==> src/sv/rbst_pkg.sv <==
// Package for the ray/box slab test unit: widths, types, register indexes.
// No dependencies.
`default_nettype none
package rbst_pkg;

	localparam int COORD_W   = 32;
	localparam int FRAC_BITS = 16;
	localparam int EXT_W     = COORD_W - 1;
	localparam int DIFF_W    = COORD_W + 1;
	localparam int PROD_W    = DIFF_W + COORD_W;
	localparam int NUM_CFG   = 6;
	localparam int NUM_AXES  = 3;
	localparam int CFG_IDX_W = 3;
	localparam int PIPE_DEPTH = 7;

	typedef logic signed [COORD_W-1:0] coord_t;
	typedef logic [EXT_W-1:0]          ext_t;
	typedef logic [CFG_IDX_W-1:0]      cfg_idx_t;

	typedef enum logic [CFG_IDX_W-1:0] {
		REG_BOX_MIN_X = 3'd0,
		REG_BOX_MIN_Y = 3'd1,
		REG_BOX_MIN_Z = 3'd2,
		REG_BOX_MAX_X = 3'd3,
		REG_BOX_MAX_Y = 3'd4,
		REG_BOX_MAX_Z = 3'd5
	} cfg_reg_e;

	// load enables for the three stages of a bound lane
	typedef struct packed {
		logic s1;
		logic s2;
		logic s3;
	} lane_en_t;

	// running interval along the ray
	typedef struct packed {
		logic   miss;
		coord_t t0;
		coord_t t1;
	} trk_t;

endpackage
`default_nettype wire

==> src/sv/rbst_axis_step.sv <==
// One axis update of the ray interval: clamp by near/far, flag a miss.
// Combinational. Depends on rbst_pkg.
`default_nettype none
module rbst_axis_step (
	input  rbst_pkg::trk_t   trk_in,
	input  rbst_pkg::coord_t near,
	input  rbst_pkg::coord_t far,
	output rbst_pkg::trk_t   trk_out
);
	import rbst_pkg::*;

	coord_t t0_n;
	coord_t t1_n;

	always_comb begin
		t0_n = (near > trk_in.t0) ? near : trk_in.t0;
		t1_n = (far < trk_in.t1) ? far : trk_in.t1;
		if (trk_in.miss) begin
			trk_out = trk_in; // earlier axis already missed
		end else begin
			trk_out.miss = (t0_n > t1_n);
			trk_out.t0   = t0_n;
			trk_out.t1   = t1_n;
		end
	end
endmodule
`default_nettype wire

==> config.mk <==
export PLATFORM = sky130hd
export DESIGN_NAME = rbst_axis_step
export DESIGN_NICKNAME = d
export VERILOG_FILES = /design/src/sv/rbst_pkg.sv /design/src/sv/rbst_axis_step.sv
export SDC_FILE = /design/constraint.sdc
export NUM_CORES = 1
export LEC_CHECK = 0
export BUFFER_PORTS_ARGS = -buffer_cell sky130_fd_sc_hd__buf_2
export CAP_MARGIN = 20
export CELL_PAD_IN_SITES_DETAIL_PLACEMENT = 0
export CELL_PAD_IN_SITES_GLOBAL_PLACEMENT = 1
export CORE_UTILIZATION = 33
export DETAILED_ROUTE_END_ITERATION = 12
export PLACE_DENSITY = 0.8
export SLEW_MARGIN = 10
export SYNTH_ARGS = -nofsm -noshare
export SYNTH_HDL_FRONTEND = slang
export SYNTH_SLANG_ARGS = --single-unit
==> constraint.sdc <==
create_clock -name vclk -period 5.2
set_input_delay 1.04 -clock vclk [all_inputs]
set_output_delay 1.04 -clock vclk [all_outputs]
set_load 0.1 [all_outputs]
==> reports/results.tsv <==
stage	metric	value	unit
cells_and_area	clock buffers	0	
synth	syn_area_per_cell	7.143	um2
global_route	initial antenna violation count	2	
global_route	vias in the first global route	6769	
detailed_routing	post-route ant nets	0	
place	Post-DP Area	0.007883	mm2
place	dpl ws	-672.9	ps
min_path	Hold WC Path Type	in -> out	
synth	Seq/Total Area, Yosys	0	%
timing	max-slew violation count	0	
timing	f_max	171.2	MHz
timing	Worst Tran Pin Value	647.5	ps
detailed_routing	Total Wirelength	21100	um
timing	Slew headroom	56.84	%
worst_setup_path	Crit Path Max Fanout	8	
place	HPWL after DPL	16480	um
cells_and_area	Sequential cell area	0	um2
timing	post-route clock period utilization	112.3	%
global_route	pin count of the biggest net entering global routing	66	
cells_and_area	fraction of layout instances using a drive strength above 1	48.67	%
floorplanning	effective utilization at floorplan	33.67	%
place	Port Buffer Count	194	
worst_setup_path	arrival time worst endpoint	4800	ps
worst_setup_path	CP endpoint kind	output port	
timing	setup TNS	-642.0	ps
detailed_routing	DRT Pass-1 Iters	8	
cells_and_area	post-route cell area	0.008468	mm2
floorplanning	die width	126.3	um
timing	Final Hold Viols	0	
timing	final setup violation count	1	
detailed_routing	Vias/cell	5.530	
global_route	first-pass GRT wire length	32780	um
place	placed insts	1264	
timing	worst hold slack	2639	ps
synth	Post-Syn Instances	714	
cells_and_area	fin cells	1280	
synth	Synth warnings	0	
worst_setup_path	worst setup path class	in -> out	
place	Routability Congestion	0.8951	
timing	Final WS setup	-642.0	ps
detailed_routing	drt drc	0	
floorplanning	Die Ht	126.3	um
synth	Post-Syn Area	0.005100	mm2
detailed_routing	Vias	7079	
floorplanning	Core Region	0.01515	mm2
floorplanning	Rows	45	
pwr	P_leak	4.327	nW
pwr	Max VDD drop	149.4	uV
floorplanning	DIE AREA	0.01596	mm2
pwr	Pwr Density	199.8	mW/mm2
detailed_routing	Iteration-0 DRC Markers	589	
global_route	Overflow after GRT	0	
cells_and_area	Area Growth Syn to Fin	66.05	%
synth	Distinct cells, synth	47	
clock_tree	hold buffers post-CTS	0	
synth	Syn Nets	938	
run_status	status	finished, violations left	
floorplanning	IO Count	194	
cells_and_area	fill cell count	1463	
global_route	Total GRT Usage	25.00	%
cells_and_area	nets	1315	
flow_run	max cap viols	0	
cells_and_area	Seq Cell Count	0	
detailed_routing	WL/cell	16.48	um
timing	RSZ-0062 raised after global routing	true	
worst_setup_path	CP required	4160	ps
timing	post-layout min period	5842	ps
worst_setup_path	Worst setup SP type	input port	
run_status	failing checks	negative setup slack	
-- per-layer routing --
layer	routed length, um	up-vias	track usage [%]	part of all wire [%]
li1	-	3487	-	-
met1	9179	3258	32.89	44
met2	9842	294	42.96	47
met3	1291	40	1.307	6.1
met4	787	0	9.497	3.7
met5	0	-	0	0
-- through the flow --
stage	util (%)	power (mW)
3_3_place_gp	52.04	1.582
5_1_grt	55.89	1.810
6_report	55.91	1.692
4_1_cts	53.42	1.621
3_5_place_dp	52.04	1.590
2_1_floorplan	-	1.096
-- path summary, 6_finish.rpt --
path / slack [ps] / end / depth (start not counted) / startpoint
hold / removal: 2640 / trk_out[64] / 3 / trk_in[64]
setup / recovery: -640 / trk_out[64] / 21 / trk_in[14]
-- cell usage in the layout, fill, tap and decap left out, types with 3 or more instances in the layout --
master | synthesis | layout
a211oi_1 | 35 | 34
a21o_1 | 7 | 7
a21oi_1 | 36 | 31
a21oi_2 | 0 | 5
a222oi_1 | 31 | 31
and4_1 | 4 | 3
buf_12 | 0 | 7
buf_2 | 9 | 185
buf_4 | 0 | 218
buf_6 | 6 | 12
buf_8 | 0 | 3
diode_2 | 0 | 3
ha_1 | 95 | 73
ha_4 | 0 | 21
inv_1 | 100 | 91
inv_2 | 0 | 5
inv_4 | 0 | 3
mux2_4 | 30 | 30
mux2i_1 | 32 | 28
nand2_1 | 31 | 30
nand3_1 | 40 | 38
nand4_1 | 16 | 16
nor2_1 | 44 | 42
nor3_1 | 6 | 3
nor3_2 | 1 | 4
nor4_1 | 5 | 3
o211ai_1 | 33 | 33
o21a_1 | 7 | 7
o21ai_0 | 46 | 42
o21ai_1 | 1 | 3
o22ai_1 | 32 | 32
-- cell type report --
class	count	area, um2	share of cell area, %
multi-input combinational	563	4931	58.23
timing repair buffer	426	2908	34.34
inverter	100	386.6	4.566
tap	188	235.2	2.778
antenna	3	7.507	0.08865
-- cell usage after synthesis (all sizes together), types with 2 or more instances --
cell type    n  area (um2)
a211oi      35       262.8
a21o         7       52.55
a21oi       36       180.2
a221oi       3       32.53
a222oi      31       310.3
and2         3       18.77
and3         3       18.77
and4         4       35.03
buf         15       112.6
clkbuf      36       135.1
ha          95        1189
inv        100       375.4
mux2        33       484.2
mux2i       32       320.3
nand2       31       116.4
nand2b       2       12.51
nand3       40       200.2
nand4       17       112.6
nor2        44       165.2
nor2b        3       18.77
nor3         7       40.04
nor4         6       52.55
o211ai      33       247.7
o21a         7       52.55
o21ai       47       235.2
o221ai       2       23.77
o22ai       32       200.2
-- kinds of logic (layout without fill, tap and decap cells) --
family / Yosys count / in the layout / synth area share, %
adders and majority gates: 95 / 95 / 23.31
and+or+nand+nor: 163 / 163 / 16.24
buffers and inverters: 151 / 526 / 12.22
other: 0 / 3 / 0
AOI/OAI and AO/OA: 240 / 240 / 32.46
muxes: 65 / 65 / 15.78
-- power breakdown --
group          switching, mW  internal, mW    total (mW)
combinational           1.07         0.621          1.69
sequential                 0             0             0
clock                      0  0.0000000771  0.0000000772
total                   1.07         0.621          1.69
-- worst max-delay path, cell delays in order --
cell      delay, ps
buf_8            80
inv_4            30
ha_4            250
nand4_1         150
nor3_2          170
or4b_4          480
a31o_4          250
a21oi_2         210
nor2b_4          80
buf_12          140
buf_12          140
mux2i_4         180
ha_1            320
a21o_1          170
a21oi_1         170
o21ai_1          90
a21o_1          210
a221oi_2        230
mux2i_1         120
o31a_4          130
buf_12          160
-- what timing repair did --
item	CTS	global route
endpoints found under the setup margin	1	1
gates resized for setup	32	45
buffers inserted	5	7
pin swaps	17	46
cloned	0	1
(Power assumes the default switching activity.)
