[src/sv/rbst_pkg.sv]
// Package for the ray/box slab test unit: widths, types, register indexes.
// No dependencies.
`default_nettype none
package rbst_pkg;

	localparam int COORD_W   = 32;
	localparam int FRAC_BITS = 16;
	localparam int EXT_W     = COORD_W - 1;
	localparam int DIFF_W    = COORD_W + 1;
	localparam int PROD_W    = DIFF_W + COORD_W;
	localparam int NUM_CFG   = 6;
	localparam int NUM_AXES  = 3;
	localparam int CFG_IDX_W = 3;
	localparam int PIPE_DEPTH = 7;

	typedef logic signed [COORD_W-1:0] coord_t;
	typedef logic [EXT_W-1:0]          ext_t;
	typedef logic [CFG_IDX_W-1:0]      cfg_idx_t;

	typedef enum logic [CFG_IDX_W-1:0] {
		REG_BOX_MIN_X = 3'd0,
		REG_BOX_MIN_Y = 3'd1,
		REG_BOX_MIN_Z = 3'd2,
		REG_BOX_MAX_X = 3'd3,
		REG_BOX_MAX_Y = 3'd4,
		REG_BOX_MAX_Z = 3'd5
	} cfg_reg_e;

	// load enables for the three stages of a bound lane
	typedef struct packed {
		logic s1;
		logic s2;
		logic s3;
	} lane_en_t;

	// running interval along the ray
	typedef struct packed {
		logic   miss;
		coord_t t0;
		coord_t t1;
	} trk_t;

endpackage
`default_nettype wire

[src/sv/rbst_slab_lane.sv]
// One slab bound: (box - origin) * inv_dir, floor shift, saturate.
// Three register stages. Depends on rbst_pkg.
`default_nettype none
module rbst_slab_lane (
	input  wire logic              clk,
	input  rbst_pkg::lane_en_t     en,
	input  rbst_pkg::coord_t       box,
	input  rbst_pkg::coord_t       origin,
	input  rbst_pkg::coord_t       inv_dir,
	output rbst_pkg::coord_t       bound_s3
);
	import rbst_pkg::*;

	localparam int TOP_W = PROD_W - (FRAC_BITS + COORD_W - 1);

	logic signed [DIFF_W-1:0] diff_s1;
	coord_t                   inv_s1;
	logic signed [PROD_W-1:0] prod_s2;
	logic [TOP_W-1:0]         top_bits;
	coord_t                   sat_val;

	// s1: exact difference
	always_ff @(posedge clk) begin
		if (en.s1) begin
			diff_s1 <= {box[COORD_W-1], box} - {origin[COORD_W-1], origin};
			inv_s1  <= inv_dir;
		end
	end

	// s2: exact signed product
	always_ff @(posedge clk) begin
		if (en.s2) begin
			prod_s2 <= PROD_W'($signed(diff_s1) * $signed(inv_s1));
		end
	end

	// arithmetic shift is floor; out of range when upper bits are not all sign
	assign top_bits = prod_s2[PROD_W-1 -: TOP_W];

	always_comb begin
		if ((&top_bits) || !(|top_bits)) begin
			sat_val = prod_s2[FRAC_BITS +: COORD_W];
		end else if (prod_s2[PROD_W-1]) begin
			sat_val = {1'b1, {(COORD_W-1){1'b0}}};
		end else begin
			sat_val = {1'b0, {(COORD_W-1){1'b1}}};
		end
	end

	// s3: saturated bound
	always_ff @(posedge clk) begin
		if (en.s3) begin
			bound_s3 <= sat_val;
		end
	end
endmodule
`default_nettype wire

[config.mk]
export PLATFORM = sky130hd
export DESIGN_NAME = rbst_slab_lane
export DESIGN_NICKNAME = d
export VERILOG_FILES = /design/src/sv/rbst_pkg.sv /design/src/sv/rbst_slab_lane.sv
export SDC_FILE = /design/constraint.sdc
export NUM_CORES = 2
export LEC_CHECK = 0
export BUFFER_PORTS_ARGS = -buffer_cell sky130_fd_sc_hd__buf_2
export CORE_ASPECT_RATIO = 0.8
export CORE_MARGIN = 4
export CORE_UTILIZATION = 40
export DETAILED_ROUTE_END_ITERATION = 7
export PLACE_DENSITY_LB_ADDON = 0.25
export SETUP_SLACK_MARGIN = 0.1
export SLEW_MARGIN = 20
export SYNTH_ARGS = -nofsm -noshare
export SYNTH_HDL_FRONTEND = slang
export SYNTH_SLANG_ARGS = --single-unit
export TNS_END_PERCENT = 30
[constraint.sdc]
create_clock -name clk -period 9.2 [get_ports clk]
set_input_delay 1.84 -clock clk [delete_from_list [all_inputs] [get_ports clk]]
set_output_delay 1.84 -clock clk [all_outputs]
set_load 0.01 [all_outputs]
==> impl_metrics.csv <==
group,metric,value,unit
timing,rsz0062_at_grt,"false",
timing,hold_viol,0,
worst_setup_path,r2r_setup_slack,0.72,ns
clock_network,ctsHoldBuffers,0,
timing,slew_viol_final,0,
timing,hold-worst-slack,0.530,ns
worst_setup_path,crit_type,"register to register",
timing,setup_viol,0,
worst_setup_path,cp_max_fo,23,
yosys,netlist_area,43000,µm²
yosys,syn-num-nets,5764,
floorplanning,num_io_pins,132,
placed_design,port_buffers,131,
grt,grt_max_degree,57,
cells_and_area,multi_input_comb_area,33900,µm²
detailed_routing,wl_met1,56900,µm
floorplanning,rows,107,
yosys,syn_area_per_cell,9.91,µm²
detailed_routing,avgViaCountPerCell,4.98,
worst_setup_path,r2r-start,"inv_s1[2]",
clock_network,ctsResizeCount,0,
cells_and_area,nNetsFinal,5805,
detailed_routing,vias,28900,
timing,fin_skew,0.0225,ns
clock_network,clk_pin_slew,0.08,ns
run_status,status,"complete, no violations",
yosys,ys_dominant_reg_cell,"edfxtp_1",
floorplanning,die-area,113000,µm²
cells_and_area,layout-drive-gt1-share,6.56,%
cells_and_area,post-route-util,43.1,%
worst_setup_path,crit_required,9.52,ns
yosys,ys_types,72,
detailed_routing,wl,120000,µm
yosys,ys_seq_elements,146,
floorplanning,start_util,40.3,%
timing,period_share,92.2,%
worst_setup_path,start_kind,"register",
run,maxCapViolations,0,
detailed_routing,drt_iter0_drc,1961,
cells_and_area,syn_to_final_growth,6.96,%
yosys,ys_warn_count,0,
worst_setup_path,crit_start,"inv_s1[2]",
timing,setup_tns,0,ns
timing,slew_headroom,25.8,%
detailed_routing,antenna_left,0,
worst_setup_path,endpoint_kind,"register",
cells_and_area,diodes,0,
cells_and_area,seqCellArea,4380,µm²
grt,antenna_found_initial,1,
yosys,synthCells,4338,
clock_network,postCtsSetupRepairBufs,0,
grt,grt_overflow,0,
grt,grtUsageTotal,22.2,%
yosys,synth_edf_count,146,
min_path,hold_start,"prod_s2[29]",
placed_design,finalWeightedCongestion,0.887,
detailed_routing,route.detailed.drc,0,
clock_network,htree_levels,4,
clock_network,clock_latency,0.52,ns
clock_network,cts_root_buf,"clkbuf_16",
worst_setup_path,crit_path_end,"prod_s2[58]",
detailed_routing,maxUsedRoutingLayer,"met4",
clock_network,cts_tree,"yes",
floorplanning,core_area,107000,µm²
cells_and_area,nFillCells,10500,
detailed_routing,dr_wl_met2,47400,µm
floorplanning,die_x,374,µm
grt,grt_pass1_vias,31200,
yosys,yosysSeqAreaShare,10.2,%
worst_setup_path,r2r_cells,24,
detailed_routing,wl_met3,14300,µm
timing,timing.fmax,0.118,GHz
worst_setup_path,rr_endpoint,"prod_s2[58]",
clock_network,cts_sinks,146,
detailed_routing,drtPass1Iterations,6,
worst_setup_path,cp_data_arrival_time,8.80,ns
placed_design,place_hpwl,100000,µm
min_path,min_path_type,"register to register",
yosys,async_flop_share,0,%
timing,fin_crit,8.48,ns
timing,tightest_slew,1.11,ns
floorplanning,fp.dieH,301,µm
clock_network,clockBufferDepth,2,
clock_network,cts_made_buffers,17,
detailed_routing,wl_per_cell,20.7,µm
grt,grt_pass1_wl,190000,µm
-- cells in the final DEF (no fill, tap or decap), types with 5 or more instances in the layout --
master     netlist  final
nand4_1         21     21
nand2_1        560    560
o21a_1          12     12
a21oi_1         80     80
inv_6            0      5
nand3_1         11     11
nor3_1          18     18
and3_1          13     13
buf_2            5    130
nand2b_1        15     15
xor2_1          25     25
a21o_1          74     74
buf_4            0    102
o21bai_1        13     13
xnor2_1         55     55
a31oi_1          7      7
edfxtp_1       146    146
nor2b_1          6      6
o21ai_0         26     26
nor4_1           8      8
o21ai_1         14     13
a211oi_1        10     10
inv_1         1035   1035
clkbuf_16        0     17
or4_1            5      5
fa_1          1112   1112
ha_1           214    214
o211ai_1         5      5
and2_1         513    513
nor2_1          59     58
or3_1            5      5
-- cell type report --
cell class | instances | share of cell area, %
clock buffers | 17 | 0.925
clock inverters | 15 | 0.316
inverters | 1036 | 8.46
multi-input cells | 2945 | 73.8
flip-flops and latches | 146 | 9.54
well taps | 1417 | 3.86
repair buffers | 233 | 3.12
-- metrics by stage --
stage	worst slack [ns]	instance area, µm²	cells
after floorplan	1.56	43000	4338
after global placement	0.919	45400	5777
after detailed placement	0.749	45400	5777
after CTS	0.717	46000	5809
after global routing	0.191	46000	5809
final	0.722	46000	5809
-- worst max-delay path: stages (launching register included) --
cell       delay [ns]
edfxtp_1         1.06
nand2_1          0.20
inv_1            0.19
fa_1             0.46
fa_1             0.49
fa_1             0.75
inv_1            0.15
fa_1             0.55
inv_1            0.05
fa_1             0.49
inv_1            0.05
fa_1             0.55
fa_1             0.43
fa_1             0.49
inv_1            0.04
ha_1             0.36
a21oi_1          0.16
o21ai_1          0.12
or2_1            0.24
o2111ai_1        0.32
nand2_1          0.11
a41oi_2          0.42
a21oi_4          0.14
o21ba_1          0.22
o311ai_2         0.22
-- metal layers --
layer  track usage [%]  vias to the layer above
met2              30.2                     1181
met5                 0                        -
met1              33.6                    14900
li1                  -                    12800
met4              3.83                        0
met3              8.74                       77
-- Yosys cell counts (all sizes together) (3+ instances only) --
master	count	area, µm²
nand2	560	2100
or2	4	25.0
fa	1112	22300
buf	7	32.5
a21o	74	556
o2111ai	3	26.3
a211oi	11	87.6
a21boi	5	37.5
o311ai	5	58.8
a21oi	81	417
o211ai	5	37.5
nor3	18	90.1
nand4	21	131
clkbuf	204	766
nor2	59	221
nand3	11	55.1
o21ai	40	200
or4	5	37.5
inv	1035	3880
o31a	4	36.3
edfxtp	146	4380
xor2	25	219
a41oi	4	50.1
and3	14	92.6
a211o	4	35.0
o31ai	4	35.0
or3	6	38.8
nor2b	7	51.3
a221oi	3	50.1
o21a	14	108
nand2b	15	93.8
ha	214	2680
nor4	8	50.1
xnor2	55	482
o21bai	14	109
and2	513	3210
a31oi	7	43.8
-- cells by family (layout without fill, tap and decap cells) --
logic type / Yosys count / count (layout) / synth area share (%)
AOI/OAI and AO/OA: 292 / 292 / 4.69
xor gates and xnor gates: 80 / 80 / 1.63
adders and majority gates: 1326 / 1326 / 58.0
buffers and inverters: 1247 / 1301 / 10.9
DFF: 146 / 146 / 10.2
and+or+nand+nor: 1247 / 1247 / 14.5
-- how the worst min path moves through the flow --
stage                    to  slack [ns]  depth (start not counted)
2_1_floorplan   bound_s3[0]        0.50                          1
3_3_place_gp   bound_s3[10]        0.51                          1
3_5_place_dp   bound_s3[15]        0.51                          1
4_1_cts        bound_s3[15]        0.53                          1
5_1_grt        bound_s3[13]        0.55                          1
6_report       bound_s3[13]        0.53                          1
-- sequential cells by signal (all words and copies together) (netlist names) --
register / cells
inv_s1: 32
diff_s1: 33
prod_s2: 49
bound_s3: 32
Power is left out: the tool's default activity adds up to more than one toggle a clock period on the data nets, which glitch-free logic cannot reach.
