[config.mk]
export PLATFORM = sky130hd
export DESIGN_NAME = rbst_cfg_regs_flat
export DESIGN_NICKNAME = d
export VERILOG_FILES = /design/src/sv/rbst_pkg.sv /design/src/sv/rbst_cfg_if.sv /design/src/sv/rbst_cfg_regs.sv /design/src/flat_wrapper.sv
export SDC_FILE = /design/constraint.sdc
export NUM_CORES = 1
export LEC_CHECK = 0
export ABC_CLOCK_PERIOD_IN_PS = 2200
export BUFFER_PORTS_ARGS = -buffer_cell sky130_fd_sc_hd__buf_2
export CAP_MARGIN = 25
export CORE_ASPECT_RATIO = 0.9
export CORE_UTILIZATION = 40
export DETAILED_ROUTE_END_ITERATION = 6
export RECOVER_POWER = 50
export REMOVE_ABC_BUFFERS = 1
export SLEW_MARGIN = 20
export SYNTH_ARGS = -nofsm -noshare
export SYNTH_HDL_FRONTEND = slang
export SYNTH_SLANG_ARGS = --single-unit
export TNS_END_PERCENT = 10
[constraint.sdc]
create_clock -name clk -period 2.2 [get_ports clk]
set_input_delay 0.33 -clock clk [delete_from_list [all_inputs] [get_ports clk]]
set_output_delay 0.33 -clock clk [all_outputs]
set_load 0.1 [all_outputs]
[src/sv/rbst_pkg.sv]
// Package for the ray/box slab test unit: widths, types, register indexes.
// No dependencies.
`default_nettype none
package rbst_pkg;

	localparam int COORD_W   = 32;
	localparam int FRAC_BITS = 16;
	localparam int EXT_W     = COORD_W - 1;
	localparam int DIFF_W    = COORD_W + 1;
	localparam int PROD_W    = DIFF_W + COORD_W;
	localparam int NUM_CFG   = 6;
	localparam int NUM_AXES  = 3;
	localparam int CFG_IDX_W = 3;
	localparam int PIPE_DEPTH = 7;

	typedef logic signed [COORD_W-1:0] coord_t;
	typedef logic [EXT_W-1:0]          ext_t;
	typedef logic [CFG_IDX_W-1:0]      cfg_idx_t;

	typedef enum logic [CFG_IDX_W-1:0] {
		REG_BOX_MIN_X = 3'd0,
		REG_BOX_MIN_Y = 3'd1,
		REG_BOX_MIN_Z = 3'd2,
		REG_BOX_MAX_X = 3'd3,
		REG_BOX_MAX_Y = 3'd4,
		REG_BOX_MAX_Z = 3'd5
	} cfg_reg_e;

	// load enables for the three stages of a bound lane
	typedef struct packed {
		logic s1;
		logic s2;
		logic s3;
	} lane_en_t;

	// running interval along the ray
	typedef struct packed {
		logic   miss;
		coord_t t0;
		coord_t t1;
	} trk_t;

endpackage
`default_nettype wire

[src/sv/rbst_cfg_if.sv]
// Configuration write channel: valid/ready, register index and data.
// Depends on rbst_pkg.
`default_nettype none
interface rbst_cfg_if;
	import rbst_pkg::*;

	logic     valid;
	logic     ready;
	cfg_idx_t index;
	coord_t   data;

	modport source (output valid, index, data, input ready);
	modport sink (input valid, index, data, output ready);
	modport mon (input valid, ready, index, data);
endinterface
`default_nettype wire

[src/sv/rbst_cfg_regs.sv]
// Box corner registers written through the configuration channel.
// Depends on rbst_pkg and rbst_cfg_if.
`default_nettype none
module rbst_cfg_regs (
	input  wire logic       clk,
	input  wire logic       arst_n,
	rbst_cfg_if.sink        cfg,
	output rbst_pkg::coord_t box [rbst_pkg::NUM_CFG]
);
	import rbst_pkg::*;

	coord_t box_q [NUM_CFG];

	assign cfg.ready = 1'b1;

	always_ff @(posedge clk or negedge arst_n) begin
		if (!arst_n) begin
			for (int i = 0; i < NUM_CFG; i++) box_q[i] <= '0;
		end else if (cfg.valid) begin
			unique case (cfg.index)
				REG_BOX_MIN_X: box_q[0] <= cfg.data;
				REG_BOX_MIN_Y: box_q[1] <= cfg.data;
				REG_BOX_MIN_Z: box_q[2] <= cfg.data;
				REG_BOX_MAX_X: box_q[3] <= cfg.data;
				REG_BOX_MAX_Y: box_q[4] <= cfg.data;
				REG_BOX_MAX_Z: box_q[5] <= cfg.data;
				default: ; // unused index, write dropped
			endcase
		end
	end

	assign box = box_q;
endmodule
`default_nettype wire

[src/flat_wrapper.sv]
// flat-port wrapper written by rule: the top's interface ports become plain ports
module rbst_cfg_regs_flat import rbst_pkg::*;
  (clk, arst_n, box, cfg_valid, cfg_index, cfg_data, cfg_ready);
  rbst_cfg_if cfg_i ();
  input  wire logic clk;
  input  wire logic arst_n;
  output rbst_pkg::coord_t box[rbst_pkg::NUM_CFG];
  input wire logic [$bits(cfg_i.valid)-1:0] cfg_valid;
  input wire logic [$bits(cfg_i.index)-1:0] cfg_index;
  input wire logic [$bits(cfg_i.data)-1:0] cfg_data;
  output wire logic [$bits(cfg_i.ready)-1:0] cfg_ready;
  assign cfg_i.valid = cfg_valid;
  assign cfg_i.index = cfg_index;
  assign cfg_i.data = cfg_data;
  assign cfg_ready = cfg_i.ready;
  rbst_cfg_regs u_core (.clk(clk), .arst_n(arst_n), .cfg(cfg_i), .box(box));
endmodule
==> reports/qor.txt, run 1 <==
Status - finished clean
Nets - 689
Hold path start - cfg_data[11]
Simple-gate share of the synthesized area - 1.03%
Max cap viols - 0
Setup crit end kind - flop
Clk slew on worst S/H paths - 0.07 ns
Min Hold Slack - 0.197 ns
Flip-flop and latch area - 0.00480 mm^2
Post-CTS sizing - 0
YS warnings - 0
Startpoint Class - input port
Tot GR Track Use - 18.0%
Antenna Nets Post-Route - 0
Grt ovf - 0
Hold Crit Class - input port to flop
DIE AREA - 0.0191 mm^2
CORE AREA - 0.0178 mm^2
Post-synth cell types - 12
Largest family of logic cells by synthesized area - multiplexers
Gate Count Post-Synth - 414
FFs w/ async S/R, synth - 100%
Compound-Gate Fraction of Synth Area - 0%
Fin Setup TNS - 0 ns
TritonCTS buffer count - 17
# rows - 46
Minimum clock period - 1.72 ns
Yosys top cell area share - 64.9%
Starting density of the core - 41.5%
Port bufs - 229
Slew HR - 30.2%
RSZ-0062 raised after global routing - false
Die Y-Extent - 131 um
Largest area contributor in the netlist - dfrtp_1
Adder-cell area share of the yosys netlist - 0%
Period utilization - 78.3%
Fmax - 580 MHz
# IOs - 231
Slew Limit Fails - 0
Clk sinks - 192
Initial DRC Count - 118
EDFF count, synth - 0
Worst setup path start - cfg_index[1]
Via-to-Cell Ratio - 4.81
Worst-margin pin slew - 1.05 ns
Top-count cell post-synth - dfrtp_1
Max FFs per register - 192
Worst r2r src - u_core.box[141]
Area post-placement - 0.00883 mm^2
Worst Skew - 0 ns
Hold Violations, Final - 0
Initial antenna violation count - 0
Final setup violation count - 0
Avg Synthesized Cell Area - 17.9 um^2
Routed wire length - 16700 um
Share of cells above drive strength 1 - 63.1%
DR pass1 iterations - 4
Diodes inserted - 0
First-pass GRT wire length - 26000 um
Post-synthesis sequential area ratio - 64.9%
Main synth FF type - dfrtp_1
Largest net degree at the start of global routing - 68
Vias in the first global route - 4559
Clock buffer depth - 2
Area Growth Syn to Fin - 23.4%
Clk Latency, worst-skew pair - 0.42 ns
Die width - 145 um
FF-to-FF setup slack - 1.39 ns
RePlAce Congestion - 0.702
Commonest cells post-synth - dfrtp_1, mux2_2, mux2_4, buf_6, buf_2
Leading post-synthesis cells by cell area - dfrtp_1, mux2_2, mux2_4
Area of the multi-input gates - 0.00225 mm^2
WP data required - 2.50 ns
Crit Path Max Fanout - 32
Critical path type - input port to flop
Post-Layout Inst Area - 0.00913 mm^2
Yosys reg bits - 192
Wire per inst - 18.5 um
Root Buffer - clkbuf_16
Post-Syn Area - 0.00740 mm^2
Vias - 4337
Filler Cells Inserted - 1605
Post-Synth XOR/XNOR Area - 0%
Dpl hpwl - 11200 um
Mux contribution to synthesized area - 31.2%
TritonCTS clock tree - yes
CP arrival - 2.03 ns
Drt drc - 0
H-tree level count - 4
-- worst paths after layout --
kind	to	cells after the start
max	u_core.box[167]	4
min	u_core.box[43]	2
max reg2reg	u_core.box[141]	1
min reg2reg	u_core.box[132]	1
max in group asynchronous	u_core.box[66]	3
min in group asynchronous	u_core.box[2]	2
-- routing by layer --
layer	track usage [%]	vias up	share of wire (%)	wire length, um
li1	-	1936	-	-
met1	23.4	2245	45	7450
met2	27.5	143	46	7690
met3	7.72	13	8.1	1350
met4	5.33	0	1.1	188
met5	0	-	0	0
-- cells in the final DEF, fill, tap and decap left out, types with 3 or more instances in the layout --
cell,n
mux2_1,40
buf_2,227
clkbuf_16,17
clkinv_2,4
clkbuf_1,7
mux2_2,149
clkbuf_2,4
dfrtp_1,192
clkinvlp_4,3
mux2_4,3
-- repair_timing --
item | in CTS | in global routing
buffers inserted | 0 | 0
endpoints found under the hold margin | 44 | 0
hold buffers | 1 | 0
-- worst max-delay path: stages --
cell and delay, ns:
clkbuf_1 0.15, nor4b_4 0.28, clkbuf_2 0.83, mux2_2 0.42
-- final cells by class --
cell class	count	area share [%]
Clock buffer	20	4.78
Clock inverter	10	0.986
Multi-Input combinational cell	199	24.7
Sequential cell	192	52.6
Tap cell	240	3.29
Timing Repair Buffer	241	13.7
-- cell families after synthesis --
group / count (synthesis)
other: 1
AND/OR/NAND/NOR: 6
buffers and inverters: 23
flip-flops: 192
multiplexers: 192
-- per-stage QoR --
stage	setup WS, ns	cells	utilization [%]
after floorplan	-1.88	391	-
after CTS	0.605	902	52.5
after global placement	0.605	871	49.5
after global routing	0.359	902	51.2
after detailed placement	0.588	871	49.5
final	0.477	902	51.2
Power of run 1 is not shown: default switching activity piles up to over one toggle a cycle in this logic, so the estimate is an artifact.
==> run 2: changes to the inputs <==
--- a/config.mk
+++ b/config.mk
@@ -5,7 +5,7 @@
 export SDC_FILE = /design/constraint.sdc
 export NUM_CORES = 1
 export LEC_CHECK = 0
-export ABC_CLOCK_PERIOD_IN_PS = 2200
+export ABC_CLOCK_PERIOD_IN_PS = 1700
 export BUFFER_PORTS_ARGS = -buffer_cell sky130_fd_sc_hd__buf_2
 export CAP_MARGIN = 25
 export CORE_ASPECT_RATIO = 0.9
==> constraint.sdc (replaced) <==
create_clock -name clk -period 1.7 [get_ports clk]
set_input_delay 0.255 -clock clk [delete_from_list [all_inputs] [get_ports clk]]
set_output_delay 0.255 -clock clk [all_outputs]
set_load 0.1 [all_outputs]
==> run 2 against run 1 <==
  * Sequential share of layout area is 0.73 points lower
  * First-iteration DRC count fell by 37%
  * Die area unchanged
==> reports/qor.txt, run 2 (synthesized netlist as in run 1, its figures left out) <==
Status - finished clean
H-tree level count - 4 (unchanged)
Startpoint Class - input port
Worst Skew - 0 ns (unchanged)
Minimum clock period - 1.52 ns
Drt drc - 0 (unchanged)
Clk slew on worst S/H paths - 0.07 ns (about the same)
Port bufs - 229 (unchanged)
Most common cell after layout, fill and taps aside - buf_2
TritonCTS buffer count - 17 (unchanged)
Max cap viols - 0 (unchanged)
Setup crit end kind - flop
RSZ-0062 raised after global routing - false
Area Growth Syn to Fin - 25.1%
Nets - 693 (+0.58%)
Routed wire length - 16900 um (+1.6%)
Crit Path Max Fanout - 32 (unchanged)
Post-CTS setup buffer count - 0 (unchanged)
Vias - 4369 (+0.74%)
Dpl hpwl - 11700 um (+4.8%)
CORE AREA - 0.0178 mm^2 (unchanged)
Slew Limit Fails - 0 (unchanged)
Root Buffer - clkbuf_16
Initial DRC Count - 74 (-37%)
Tot GR Track Use - 18.6% (+0.64 points)
Fmax - 657 MHz
DR pass1 iterations - 4 (unchanged)
Share of cells above drive strength 1 - 64.5% (+1.4 points)
Grt ovf - 0 (unchanged)
Via-to-Cell Ratio - 4.81 (about the same)
Worst-margin pin slew - 1.09 ns (+0.0388 ns)
Clk sinks - 192 (unchanged)
RePlAce Congestion - 0.725 (+3.4%)
DIE AREA - 0.0191 mm^2 (unchanged)
# rows - 46 (unchanged)
Clock buffer depth - 2 (unchanged)
First-pass GRT wire length - 26800 um (+3.3%)
Max FFs per register - 192 (unchanged)
TritonCTS clock tree - yes
Most frequent cells in the layout - buf_2, dfrtp_1, mux2_2
Largest net degree at the start of global routing - 50 (-26%)
Hold Crit Class - input port to flop
Wire per inst - 18.7 um (+0.92%)
Antenna Nets Post-Route - 0 (unchanged)
Slew HR - 27.6% (-2.6 points)
WP data required - 2.00 ns (-0.50 ns)
Hold Violations, Final - 0 (unchanged)
Clk Latency, worst-skew pair - 0.42 ns (about the same)
CP arrival - 1.82 ns (-0.21 ns)
Final setup violation count - 0 (unchanged)
Vias in the first global route - 4768 (+4.6%)
Period utilization - 89.6%
# IOs - 231 (unchanged)
Critical path type - input port to flop
Area post-placement - 0.00890 mm^2 (+0.76%)
Filler Cells Inserted - 1593 (-0.75%)
Starting density of the core - 41.5% (unchanged)
Post-Layout Inst Area - 0.00926 mm^2 (+1.4%)
Die Y-Extent - 131 um (unchanged)
Diodes inserted - 0 (unchanged)
Die width - 145 um (unchanged)
Initial antenna violation count - 0 (unchanged)
[run 2: area by class of cell]
class	count	area, um^2	area share, %
clock inverters	15	175	1.89
multi-input cells	199	2280	24.7
flip-flops and latches	192	4800	51.9
clock buffers	17	425	4.59
repair buffers	245	1270	13.7
well taps	240	300	3.24
[run 2: stage by stage]
step | util, % | setup slack (ns) | setup TNS, ns | cells | hold WS [ns]
floorplan | - | -2.31 | -116.03 | 391 | -0.0406
global placement | 49.9 | 0.198 | 0 | 875 | 0.233
detailed placement | 49.9 | 0.163 | 0 | 875 | 0.234
CTS | 53.3 | 0.179 | 0 | 908 | 0.111
global route | 51.9 | 0.0837 | 0 | 908 | 0.112
finish | 51.9 | 0.177 | 0 | 908 | 0.114
[run 2: timing repair]
item / 4_1_cts / 5_1_grt
hold buffers: 1 / 0
hold endpoints to repair: 42 / 0
gates resized for setup: 0 / 0
[run 2: final timing paths]
check                      cells after the start  slack, ns            start               to
max                                            4       0.18     cfg_index[2]   u_core.box[75]
min                                            2       0.11      cfg_data[2]  u_core.box[130]
max reg2reg                                    1       0.88  u_core.box[154]  u_core.box[154]
min reg2reg                                    1       0.49   u_core.box[50]   u_core.box[50]
max in group asynchronous                      3       0.39           arst_n  u_core.box[118]
min in group asynchronous                      2       0.34           arst_n   u_core.box[89]
[run 2: critical path, stage by stage]
cell	delay (ns)
clkbuf_2	0.18
nand4b_1	0.13
clkbuf_2	0.81
mux2_2	0.42
[run 2: metal layers]
layer	vias to the layer above	wire length, um	track usage (%)
li1	1959	-	-
met1	2261	7430	23.8
met2	140	8150	29.9
met3	9	1270	7.44
met4	0	100	4.33
met5	-	0	0
Power of run 2 is left out for the same reason.
==> run 3: changes to the inputs <==
--- a/config.mk
+++ b/config.mk
@@ -12,7 +12,6 @@
 export CORE_UTILIZATION = 40
 export DETAILED_ROUTE_END_ITERATION = 6
 export RECOVER_POWER = 50
-export REMOVE_ABC_BUFFERS = 1
 export SLEW_MARGIN = 20
 export SYNTH_ARGS = -nofsm -noshare
 export SYNTH_HDL_FRONTEND = slang
==> run 3 against run 2 <==
  * Fmax is 0.11% higher
  * Clock skew stayed put
  * Cell count is 0.11% lower
  * Global-route usage is 0.15 points higher
  * Critical path type unchanged
==> reports/qor.txt, run 3 (synthesized netlist as in run 1, its figures left out) <==
Critical path type - input port to flop
CORE AREA - 0.0178 mm^2 (unchanged)
Hold Violations, Final - 0 (unchanged)
Worst path depth - 4 (unchanged)
Hold Crit Class - input port to flop
DIE AREA - 0.0191 mm^2 (unchanged)
Grt ovf - 0 (unchanged)
Minimum clock period - 1.52 ns (-0.00169 ns)
Status - finished clean
Initial DRC Count - 117 (+58%)
Worst-margin pin slew - 1.08 ns (-0.00819 ns)
Antenna Nets Post-Route - 0 (unchanged)
# IOs - 231 (unchanged)
Routed wire length - 17300 um (+1.9%)
Final setup violation count - 0 (unchanged)
Fmax - 657 MHz (+0.11%)
H-tree level count - 4 (unchanged)
CP cell instances - clkbuf_2 > nand4b_1 > clkbuf_2 > mux2_2
Nets - 692 (-0.14%)
Most common cell after layout, fill and taps aside - buf_2
Initial antenna violation count - 0 (unchanged)
Setup crit end - u_core.box[77]
Slew HR - 28.2% (+0.55 points)
Most frequent cells in the layout - buf_2, dfrtp_1, mux2_2
Root Buffer - clkbuf_16
Dpl hpwl - 11900 um (+1.8%)
Tot GR Track Use - 18.8% (+0.15 points)
R2R cell count - 1 (unchanged)
Final WS setup - 0.179 ns (+0.00169 ns)
Vias in the first global route - 4716 (-1.1%)
Most used cell, CP - clkbuf_2
Largest net degree at the start of global routing - 54 (+8.0%)
Max cap viols - 0 (unchanged)
Startpoint Class - input port
RePlAce Congestion - 0.771 (+6.3%)
Area Growth Syn to Fin - 26.6%
Area post-placement - 0.00890 mm^2 (about the same)
Vias - 4400 (+0.71%)
Pre-CTS setup slack - 0.151 ns (-0.0127 ns)
TritonCTS buffer count - 17 (unchanged)
Starting density of the core - 41.5% (unchanged)
CP max stage cell - clkbuf_2
Crit path buffers/inverters - 2 (unchanged)
Synth Net Count - 452
Diodes inserted - 0 (unchanged)
CP arrival - 1.83 ns (about the same)
Fin Setup TNS - 0 ns (unchanged)
Worst Skew - 0 ns (unchanged)
Period utilization - 89.5% (-0.099 points)
Worst setup path start - cfg_index[2]
Clk Latency, worst-skew pair - 0.41 ns (about the same)
Share of cells above drive strength 1 - 66.4% (+1.9 points)
DR pass1 iterations - 4 (unchanged)
Port bufs - 229 (unchanged)
Post-Layout Inst Area - 0.00937 mm^2 (+1.2%)
FF-to-FF setup slack - 0.90 ns (+0.02 ns)
RSZ-0062 raised after global routing - false
Clock buffer depth - 2 (unchanged)
Wire per inst - 19.0 um (+2.1%)
Die width - 145 um (unchanged)
Crit Path Max Fanout - 32 (unchanged)
Die Y-Extent - 131 um (unchanged)
Via-to-Cell Ratio - 4.85 (+0.82%)
Crit path max-delay family - buffers and inverters
Drt drc - 0 (unchanged)
First-pass GRT wire length - 27000 um (+0.72%)
WP data required - 2.00 ns (about the same)
Post-CTS sizing - 0 (unchanged)
Setup crit end kind - flop
Max FFs per register - 192 (unchanged)
Worst r2r src - u_core.box[45]
Filler Cells Inserted - 1541 (-3.3%)
Clk sinks - 192 (unchanged)
Worst flop-to-flop path endpoint - u_core.box[45]
Clk slew on worst S/H paths - 0.07 ns (about the same)
TritonCTS clock tree - yes
Slew Limit Fails - 0 (unchanged)
# rows - 46 (unchanged)
CP max stage delay - 0.81 ns (about the same)
-- run 3: cell types whose count changed in the layout (fill, tap and decap cells not counted), moves of 3 or more --
cell,previous run,this run
clkinv_4,4,1
mux2_1,36,26
inv_8,3,0
mux2_4,7,17
buf_12,2,5
-- run 3: layout make-up --
type	instances	area, um^2	area share (%)
clock buffers	20	457	4.87
repair buffers	244	1310	14.0
multi-input cells	199	2320	24.8
well taps	240	300	3.20
flip-flops and latches	192	4800	51.3
clock inverters	12	178	1.90
-- run 3: routing by layer --
metal  GRT usage (%)  up-vias  share of wire (%)
met3            5.71       16                6.7
met4            6.50        0                1.1
met1            24.6     2292                 45
met5               0        -                  0
li1                -     1953                  -
met2            29.9      139                 47
-- run 3: how the worst min path moves through the flow --
stage,startpoint,end,slack (ns),cells past startpoint
after floorplan,arst_n,u_core.box[0],-0.04,0
after global placement,arst_n,u_core.box[79],0.26,1
after detailed placement,arst_n,u_core.box[82],0.26,1
after CTS,cfg_data[8],u_core.box[136],0.12,2
after global routing,cfg_data[8],u_core.box[136],0.12,2
final,cfg_data[5],u_core.box[165],0.13,2
-- run 3: stage by stage --
stage          std cells  hold slack [ns]  util, %
3_5_place_dp         874            0.259     49.9
3_3_place_gp         874            0.260     49.9
4_1_cts              907            0.115     53.5
6_report             907            0.131     52.5
5_1_grt              907            0.121     52.5
2_1_floorplan        414          -0.0406        -
-- run 3: what timing repair did --
| action | in CTS | in global routing |
|---|---|---|
| hold endpoints to repair | 46 | 0 |
| buffers inserted | 0 | 0 |
| setup endpoints to repair | 0 | 0 |
| hold buffers | 1 | 0 |
Power of run 3 is left out for the same reason.
